===== src/design/rch_pkg.sv =====
// shared constants and types for the rgb channel histogram
package rch_pkg;

    localparam int BIN_COUNT_DEF   = 64;
    localparam int COUNT_WIDTH_DEF = 21;
    localparam int PIX_W           = 8;
    localparam int FRAC_BITS       = 16;
    localparam int FRAC_W          = FRAC_BITS + 1;
    localparam int NUM_CH          = 3;
    localparam int QUEUE_DEPTH     = 4;

    localparam int CH_BLUE  = 0;
    localparam int CH_GREEN = 1;
    localparam int CH_RED   = 2;

    typedef struct packed {
        logic busy;
        logic done;
    } t_div_status;

endpackage


===== src/design/rch_pixel_if.sv =====
// pixel request channel
interface rch_pixel_if;

    logic                       valid;
    logic                       ready;
    logic [rch_pkg::PIX_W-1:0]  blue_value;
    logic [rch_pkg::PIX_W-1:0]  green_value;
    logic [rch_pkg::PIX_W-1:0]  red_value;
    logic                       last_pixel;

    modport source (
        output valid, blue_value, green_value, red_value, last_pixel,
        input  ready
    );

    modport sink (
        input  valid, blue_value, green_value, red_value, last_pixel,
        output ready
    );

endinterface


===== src/design/rch_front.sv =====
// front end: pixel to bin classification and the request queue
module rch_front #(
    parameter int BIN_COUNT = rch_pkg::BIN_COUNT_DEF
) (
    input  logic                                         i_clk,
    input  logic                                         i_rst_n,
    rch_pixel_if.sink                                    i_pix,
    output logic                                         o_q_valid,
    input  logic                                         i_q_ready,
    output logic [rch_pkg::NUM_CH*$clog2(BIN_COUNT):0]   o_q_data
);

    localparam int BIN_W  = $clog2(BIN_COUNT);
    localparam int PROD_W = rch_pkg::PIX_W + $clog2(BIN_COUNT + 1);
    localparam int Q_W    = rch_pkg::NUM_CH * BIN_W + 1;
    localparam int PTR_W  = $clog2(rch_pkg::QUEUE_DEPTH);
    localparam int CNT_W  = $clog2(rch_pkg::QUEUE_DEPTH + 1);

    logic [rch_pkg::PIX_W-1:0] pix [rch_pkg::NUM_CH];
    logic [PROD_W-1:0]         prod [rch_pkg::NUM_CH];
    logic [Q_W-1:0]            item;

    logic [Q_W-1:0]   r_q [rch_pkg::QUEUE_DEPTH];
    logic [PTR_W-1:0] r_wp;
    logic [PTR_W-1:0] r_rp;
    logic [CNT_W-1:0] r_cnt;
    logic             push;
    logic             pop;

    assign pix[rch_pkg::CH_BLUE]  = i_pix.blue_value;
    assign pix[rch_pkg::CH_GREEN] = i_pix.green_value;
    assign pix[rch_pkg::CH_RED]   = i_pix.red_value;

    // bin = (value * bins) >> 8
    always_comb begin
        item = '0;
        for (int ch = 0; ch < rch_pkg::NUM_CH; ch++) begin
            prod[ch] = PROD_W'(pix[ch]) * PROD_W'(BIN_COUNT);
            item[ch*BIN_W +: BIN_W] = BIN_W'(prod[ch] >> rch_pkg::PIX_W);
        end
        item[Q_W-1] = i_pix.last_pixel;
    end

    assign i_pix.ready = (r_cnt != CNT_W'(rch_pkg::QUEUE_DEPTH));
    assign push        = i_pix.valid && i_pix.ready;
    assign o_q_valid   = (r_cnt != '0);
    assign pop         = o_q_valid && i_q_ready;
    assign o_q_data    = r_q[r_rp];

    always_ff @(posedge i_clk) begin
        if (!i_rst_n) begin
            r_wp  <= '0;
            r_rp  <= '0;
            r_cnt <= '0;
        end else begin
            if (push) begin
                r_wp <= r_wp + 1'b1;
            end
            if (pop) begin
                r_rp <= r_rp + 1'b1;
            end
            if (push && !pop) begin
                r_cnt <= r_cnt + 1'b1;
            end else if (pop && !push) begin
                r_cnt <= r_cnt - 1'b1;
            end
        end
    end

    always_ff @(posedge i_clk) begin
        if (push) begin
            r_q[r_wp] <= item;
        end
    end

endmodule


===== src/flat_wrapper.sv =====
// flat-port wrapper written by rule: the top's interface ports become plain ports
module rch_front_flat 
#(
    parameter int BIN_COUNT = rch_pkg::BIN_COUNT_DEF
)
  (i_clk, i_rst_n, o_q_valid, i_q_ready, o_q_data, i_pix_valid, i_pix_blue_value, i_pix_green_value, i_pix_red_value, i_pix_last_pixel, i_pix_ready);
  rch_pixel_if i_pix_i ();
  input  logic i_clk;
  input  logic i_rst_n;
  output logic o_q_valid;
  input  logic i_q_ready;
  output logic [rch_pkg::NUM_CH*$clog2(BIN_COUNT):0] o_q_data;
  input wire logic [$bits(i_pix_i.valid)-1:0] i_pix_valid;
  input wire logic [$bits(i_pix_i.blue_value)-1:0] i_pix_blue_value;
  input wire logic [$bits(i_pix_i.green_value)-1:0] i_pix_green_value;
  input wire logic [$bits(i_pix_i.red_value)-1:0] i_pix_red_value;
  input wire logic [$bits(i_pix_i.last_pixel)-1:0] i_pix_last_pixel;
  output wire logic [$bits(i_pix_i.ready)-1:0] i_pix_ready;
  assign i_pix_i.valid = i_pix_valid;
  assign i_pix_i.blue_value = i_pix_blue_value;
  assign i_pix_i.green_value = i_pix_green_value;
  assign i_pix_i.red_value = i_pix_red_value;
  assign i_pix_i.last_pixel = i_pix_last_pixel;
  assign i_pix_ready = i_pix_i.ready;
  rch_front #(.BIN_COUNT(BIN_COUNT)) u_core (.i_clk(i_clk), .i_rst_n(i_rst_n), .i_pix(i_pix_i), .o_q_valid(o_q_valid), .i_q_ready(i_q_ready), .o_q_data(o_q_data));
endmodule

===== config.mk =====
export PLATFORM = sky130hd
export DESIGN_NAME = rch_front_flat
export DESIGN_NICKNAME = d
export VERILOG_FILES = /design/src/design/rch_pkg.sv /design/src/design/rch_pixel_if.sv /design/src/design/rch_front.sv /design/src/flat_wrapper.sv
export SDC_FILE = /design/constraint.sdc
export NUM_CORES = 1
export LEC_CHECK = 0
export ABC_AREA = 1
export ABC_CLOCK_PERIOD_IN_PS = 2000
export BUFFER_PORTS_ARGS = -buffer_cell sky130_fd_sc_hd__buf_2
export CELL_PAD_IN_SITES_DETAIL_PLACEMENT = 0
export CELL_PAD_IN_SITES_GLOBAL_PLACEMENT = 1
export CORE_UTILIZATION = 45
export DETAILED_ROUTE_END_ITERATION = 6
export GPL_ROUTABILITY_DRIVEN = 0
export PLACE_DENSITY = 0.86
export SLEW_MARGIN = 20
export SYNTH_ARGS = -nofsm -noshare
export SYNTH_HDL_FRONTEND = slang
export SYNTH_SLANG_ARGS = --single-unit

===== constraint.sdc =====
create_clock -name i_clk -period 2 [get_ports i_clk]
set_input_delay 0.1 -clock i_clk [delete_from_list [all_inputs] [get_ports i_clk]]
set_output_delay 0.1 -clock i_clk [all_outputs]
set_load 0.005 [all_outputs]

==> After elaboration in Yosys (flattened, before gate mapping) <==
Memories as Yosys holds them, arrays and structs flattened. A register that Yosys moved wholly into a read port is not among the register bits.
Index checks and enable logic that the tools add are counted.
{ "classes": {"reduce_logical": 8, "n_addsub": 4, "muxes": 6, "eq_ne": 1} }
{ "ops": {"columns": ["cell", "count"], "rows": [
  ["3-bit 2-to-1 mux", 2],
  ["2-bit by 1-bit adder with 2-bit output, second input constant", 2],
  ["1-bit logical AND", 4],
  ["2-bit 2-to-1 mux", 2],
  ["3-bit by 1-bit adder with 3-bit output, second input constant", 1],
  ["3-bit != test, second input constant", 1],
  ["3-bit nonzero test", 1],
  ["3-bit by 1-bit subtractor with 3-bit output, second input constant", 1],
  ["1-bit logical NOT", 2],
  ["1-bit 2-to-1 mux", 2],
  ["2-bit nonzero test", 1]
]} }
{ "totals": {"register_bits": 7, "mem_count": 1, "mem_bits_rw": 76, "out_inout_bits": 21, "elab_cells": 23} }
{ "mem_list": {"columns": ["memory", "words", "width", "rd", "rd_ports_with_merged_regs", "wr", "line_no", "rtl"], "rows": [
  ["u_core.r_q", 4, 19, 1, 1, 1, "rch_front.sv:23", "logic [Q_W-1:0] r_q [rch_pkg::QUEUE_DEPTH];"]
]} }

==> Logic depth before layout (Yosys ltp) <==
{ "logic_depth": {"word_depth": 6, "mapped_depth": 13} }

==> Worst setup path before layout <==
OpenSTA, ideal clock, no wires.
{ "synth_timing": {"path_kind": "reg2reg", "startpoint": "register u_core.r_cnt[0]", "endpoint": "memory u_core.r_q[0][0] (netlist name), enable pin", "setup_ps": 395, "stages_incl_launch_ff": 5, "slack_ps": 144, "arrival_ps": 1461, "required_time_ps": 1605, "cell_sequence": "dfxtp_1 > nor2_2 > nand2_2 > nand2_2 > nor2_1"} }
{ "synth_between": {"elab_chain_cells": 4} }
{ "synth_lines": {"columns": ["item", "line_no", "rtl"], "rows": [
  ["start, declared", "rch_front.sv:26", "logic [CNT_W-1:0] r_cnt;"],
  ["start signal, assigned", "rch_front.sv:63", "r_cnt <= r_cnt + 1'b1;"],
  ["start signal, assigned", "rch_front.sv:65", "r_cnt <= r_cnt - 1'b1;"],
  ["3-bit != test", "rch_front.sv:44", "assign i_pix.ready = (r_cnt != CNT_W'(rch_pkg::QUEUE_DEPTH));"],
  ["named net i_pix_ready", "flat_wrapper.sv:18", "output wire logic [$bits(i_pix_i.ready)-1:0] i_pix_ready;"],
  ["1-bit logical AND", "rch_front.sv:45", "assign push = i_pix.valid && i_pix.ready;"],
  ["1-bit 2-to-1 mux", "rch_front.sv:71", "if (push) begin"],
  ["1-bit 2-to-1 mux (not written as such)", "rch_front.sv:72", "r_q[r_wp] <= item;"],
  ["end, declared", "rch_front.sv:23", null]
]} }
The timed path passes the listed nets, and every way through them passes these cells.

==> Worst setup path after layout <==
{ "layout_timing": {"startpoint": "register u_core.r_cnt[0]", "endpoint": "register u_core.r_cnt[1]"} }
{ "layout_between": {"elab_chain_cells": 5} }
{ "layout_lines": {"columns": ["item", "line_no", "rtl"], "rows": [
  ["3-bit != test *", "rch_front.sv:44", null],
  ["1-bit logical AND *", "rch_front.sv:45", null],
  ["named net u_core.push", "rch_front.sv:27", "logic push;"],
  ["1-bit logical NOT", "rch_front.sv:64", "end else if (pop && !push) begin"],
  ["1-bit logical AND", "rch_front.sv:64", null],
  ["2-bit nonzero test (no source line)", null, null]
]} }
The timed path passes the listed nets; every way through them passes the cells marked *. The select of a mux whose other input is x is not followed.
A chain may end at the register's enable or synchronous reset.

==> results.toml <==
[status]
status = "finished clean"

[yosys]
synth.top_cells.by_count = "76 x edfxtp_1, 51 x nor2_1, 37 x o21ai_0"
synth.area.top_cells = "edfxtp_1 68%, nor2_1 5.7%, o21ai_0 5.5%, dfxtp_1 5.4%, o22ai_1 3.5%"
yosys_warnings = 0
yosys.area.top_type = "edfxtp_1"
synth-edff-count = 76
synth.distinct_cells = 23
synth_most_common_cell = "edfxtp_1"
synth-seq-cells = 85
synthCells = 252
synth-async-reset-ratio = 0
synth.avg_cell_area_um2 = 13.3
synth_flop_cell = "edfxtp_1"
ys_seq_area_frac = 0.734
synthesis.area_um2 = 3350
synth_top_area_frac = 0.681
postSynthNetCount = 287

[power_and_ir_drop]
vdd_ir_drop_max_uv = 507
power_frac_comb = 0.246
power.internal_mw = 3.33
leakage_nw = 1.49
power_switching_mw = 1.38
power_frac_clock = 0.276
power_density_nw_per_um2 = 1160
swShare = 0.293
pwr-share-seq = 0.478

[setup_path]
cp.required_ps = 2230
rr_startpoint = "u_core.r_cnt[0]$_SDFFE_PN0P_"
endpoint_kind = "flip-flop"
crit_start = "u_core.r_cnt[0]$_SDFFE_PN0P_"
crit_type = "reg -> reg"
crit_fanout = 5
reg2reg_slack_ps = 160
rr_endpoint = "u_core.r_cnt[1]$_SDFFE_PN0P_"
start_kind = "flip-flop"
worst_r2r_path_depth = 9
cp.arrival_ps = 2070

[global_routing]
grt.busiest_layer = "met2"
track_usage = 0.159
grt_pass1_wl_um = 9000
antenna_found_initial = 0
grt-ovfl-total = 0
grt_max_degree = 39
met2_usage = 0.272
grt_use_met1 = 0.189
use_met3 = 0.0382
grt_pass1_vias = 1939

[sta]
finalSetupTns_ps = 0
fin_crit_sh = 0.921
grt_setup_unrepaired = "no"
setup_ws_ps = 159
slew_headroom = 0.597
setup_violations = 0
worstMarginPinSlew_ps = 603
layout_min_cycle_time_ps = 1840
hold_viol_final = 0
report.final.slew_viol_count = 0
clock.fmax_ghz = 0.543
clock-skew-final_ps = 4.69

[cts]
clk_latency_ps = 340
htree_num_levels = 3
cts_inserted_buffers = 9
cts.path.max_buffers = 2
clock_sinks = 85
clkTransAtPathRegs_ps = 80
postCtsSetupBuffers = 0
cts_root_buffer = "clkbuf_8"
tritoncts = "yes"

[cells_and_area]
final_cell_area_um2 = 4060
fill_cells = 603
final_cells = 425
nets = 356
drive_gt1_frac = 0.255
area_delta_synth_final_pct = 21.1
num_antenna_cells = 0

[run]
drv_cap = 0

[drt]
wl_per_cell_um = 13.5
drt_pass1_iterations = 4
drt_drc_violations_left = 0
drtIter0Drc = 121
vias_per_cell = 4.84
dr_total_vias = 2057
final_antenna_net_count = 0
finalWirelength_um = 5730

[die]
die_area_um2 = 7800
fp.dieW_um = 88.3
start_util = 0.465
io_pins = 50
die_h_um = 88.3
core-area_um2 = 7210
row_count = 31

[place]
place_area_um2 = 3650
dpl_worst_slack_ps = 164
dp_hpwl_um = 3440
place_inst = 390
numPortBuffers = 43

[min_path]
hold-path-endpoint = "u_core.r_cnt[2]$_SDFFE_PN0P_"
hold_start = "i_rst_n"
hold_path_depth = 3
hold_class = "in -> reg"
-- metrics by stage --
step,hold WS (ps),util,power (mW)
floorplan,199,-,3.08
global placement,312,0.505,3.40
detailed placement,317,0.505,3.43
CTS,1.16,0.562,4.76
global route,21.5,0.563,5.02
finish,15.4,0.563,4.71
-- worst max-delay path by stage --
| stage | depth (start not counted) | to | slack [ps] |
|---|---|---|---|
| floorplan | 4 | u_core.r_q[0][0]$_DFFE_PP_ | 140 |
| global placement | 9 | u_core.r_cnt[1]$_SDFFE_PN0P_ | 210 |
| detailed placement | 9 | u_core.r_cnt[1]$_SDFFE_PN0P_ | 160 |
| CTS | 9 | u_core.r_cnt[1]$_SDFFE_PN0P_ | 150 |
| global route | 9 | u_core.r_cnt[1]$_SDFFE_PN0P_ | 30 |
| finish | 9 | u_core.r_cnt[1]$_SDFFE_PN0P_ | 160 |
-- layout by cell type, fill, tap and decap left out, types with 4 or more instances in the layout --
cell and instances:
o21ai_0 37, inv_1 13, nor2_2 5, clkbuf_8 9, nand2_2 5, dlygate4sd3_1 19
nand2_1 10, nand3_1 4, edfxtp_1 76, buf_4 7, nor2_1 47, ha_1 5
dfxtp_1 7, buf_2 43, o22ai_1 19
-- per-layer routing --
| layer | vias up | wire, um | part of all wire |
|---|---|---|---|
| met5 | - | 0 | 0 |
| met4 | 0 | 110 | 0.019 |
| met3 | 12 | 246 | 0.043 |
| met2 | 43 | 2960 | 0.52 |
| met1 | 965 | 2420 | 0.42 |
| li1 | 1037 | - | - |
-- power groups by stage --
stage	combinational, mW	clock, mW	sequential [mW]
after floorplan	0.809	0	2.27
final	1.16	1.30	2.25
after global routing	1.33	1.42	2.27
after detailed placement	1.14	0	2.29
after global placement	1.12	0	2.28
after CTS	1.18	1.34	2.25
-- cell families (layout without fill, tap and decap cells) --
| kind of cell | after synthesis | in the layout | synth area share |
|---|---|---|---|
| AO/OA/AOI/OAI | 61 | 61 | 0.100 |
| AND/OR/NAND/NOR | 72 | 72 | 0.0877 |
| adder cells (fa/ha/maj) | 6 | 6 | 0.0246 |
| buffers and inverters | 27 | 101 | 0.0504 |
| XOR/XNOR | 1 | 1 | 0.00261 |
| flip-flops | 85 | 85 | 0.734 |
-- flip-flops by register name, summed over array words and instances, names as in the netlist, named ones only --
signal / cells
u_core.r_cnt: 3
u_core.r_q: 76
u_core.r_rp: 2
u_core.r_wp: 2
-- worst max-delay path: stages, from the launching register on --
cell,delay (ps)
dfxtp_2,350
nor2_2,150
nand2_2,100
nand2_2,150
inv_2,70
ha_1,190
inv_1,90
fa_1,410
o21ai_0,180
nor2_1,60
-- final cells by class --
cell class,count,area [um^2],share of cell area
clock buffers,9,124,0.0305
flip-flops and latches,85,2460,0.607
inverters,16,60.1,0.0148
well taps,99,124,0.0305
repair buffers,69,458,0.113
clock inverters,7,97.6,0.0240
multi-input cells,140,732,0.180
-- timing repair --
item                                    CTS  global route
gates resized for setup                   0             2
hold buffers                             19             0
endpoints found under the setup margin    0             1
hold endpoints to repair                 76             0
Note: power is estimated with default switching activity, not from simulation.
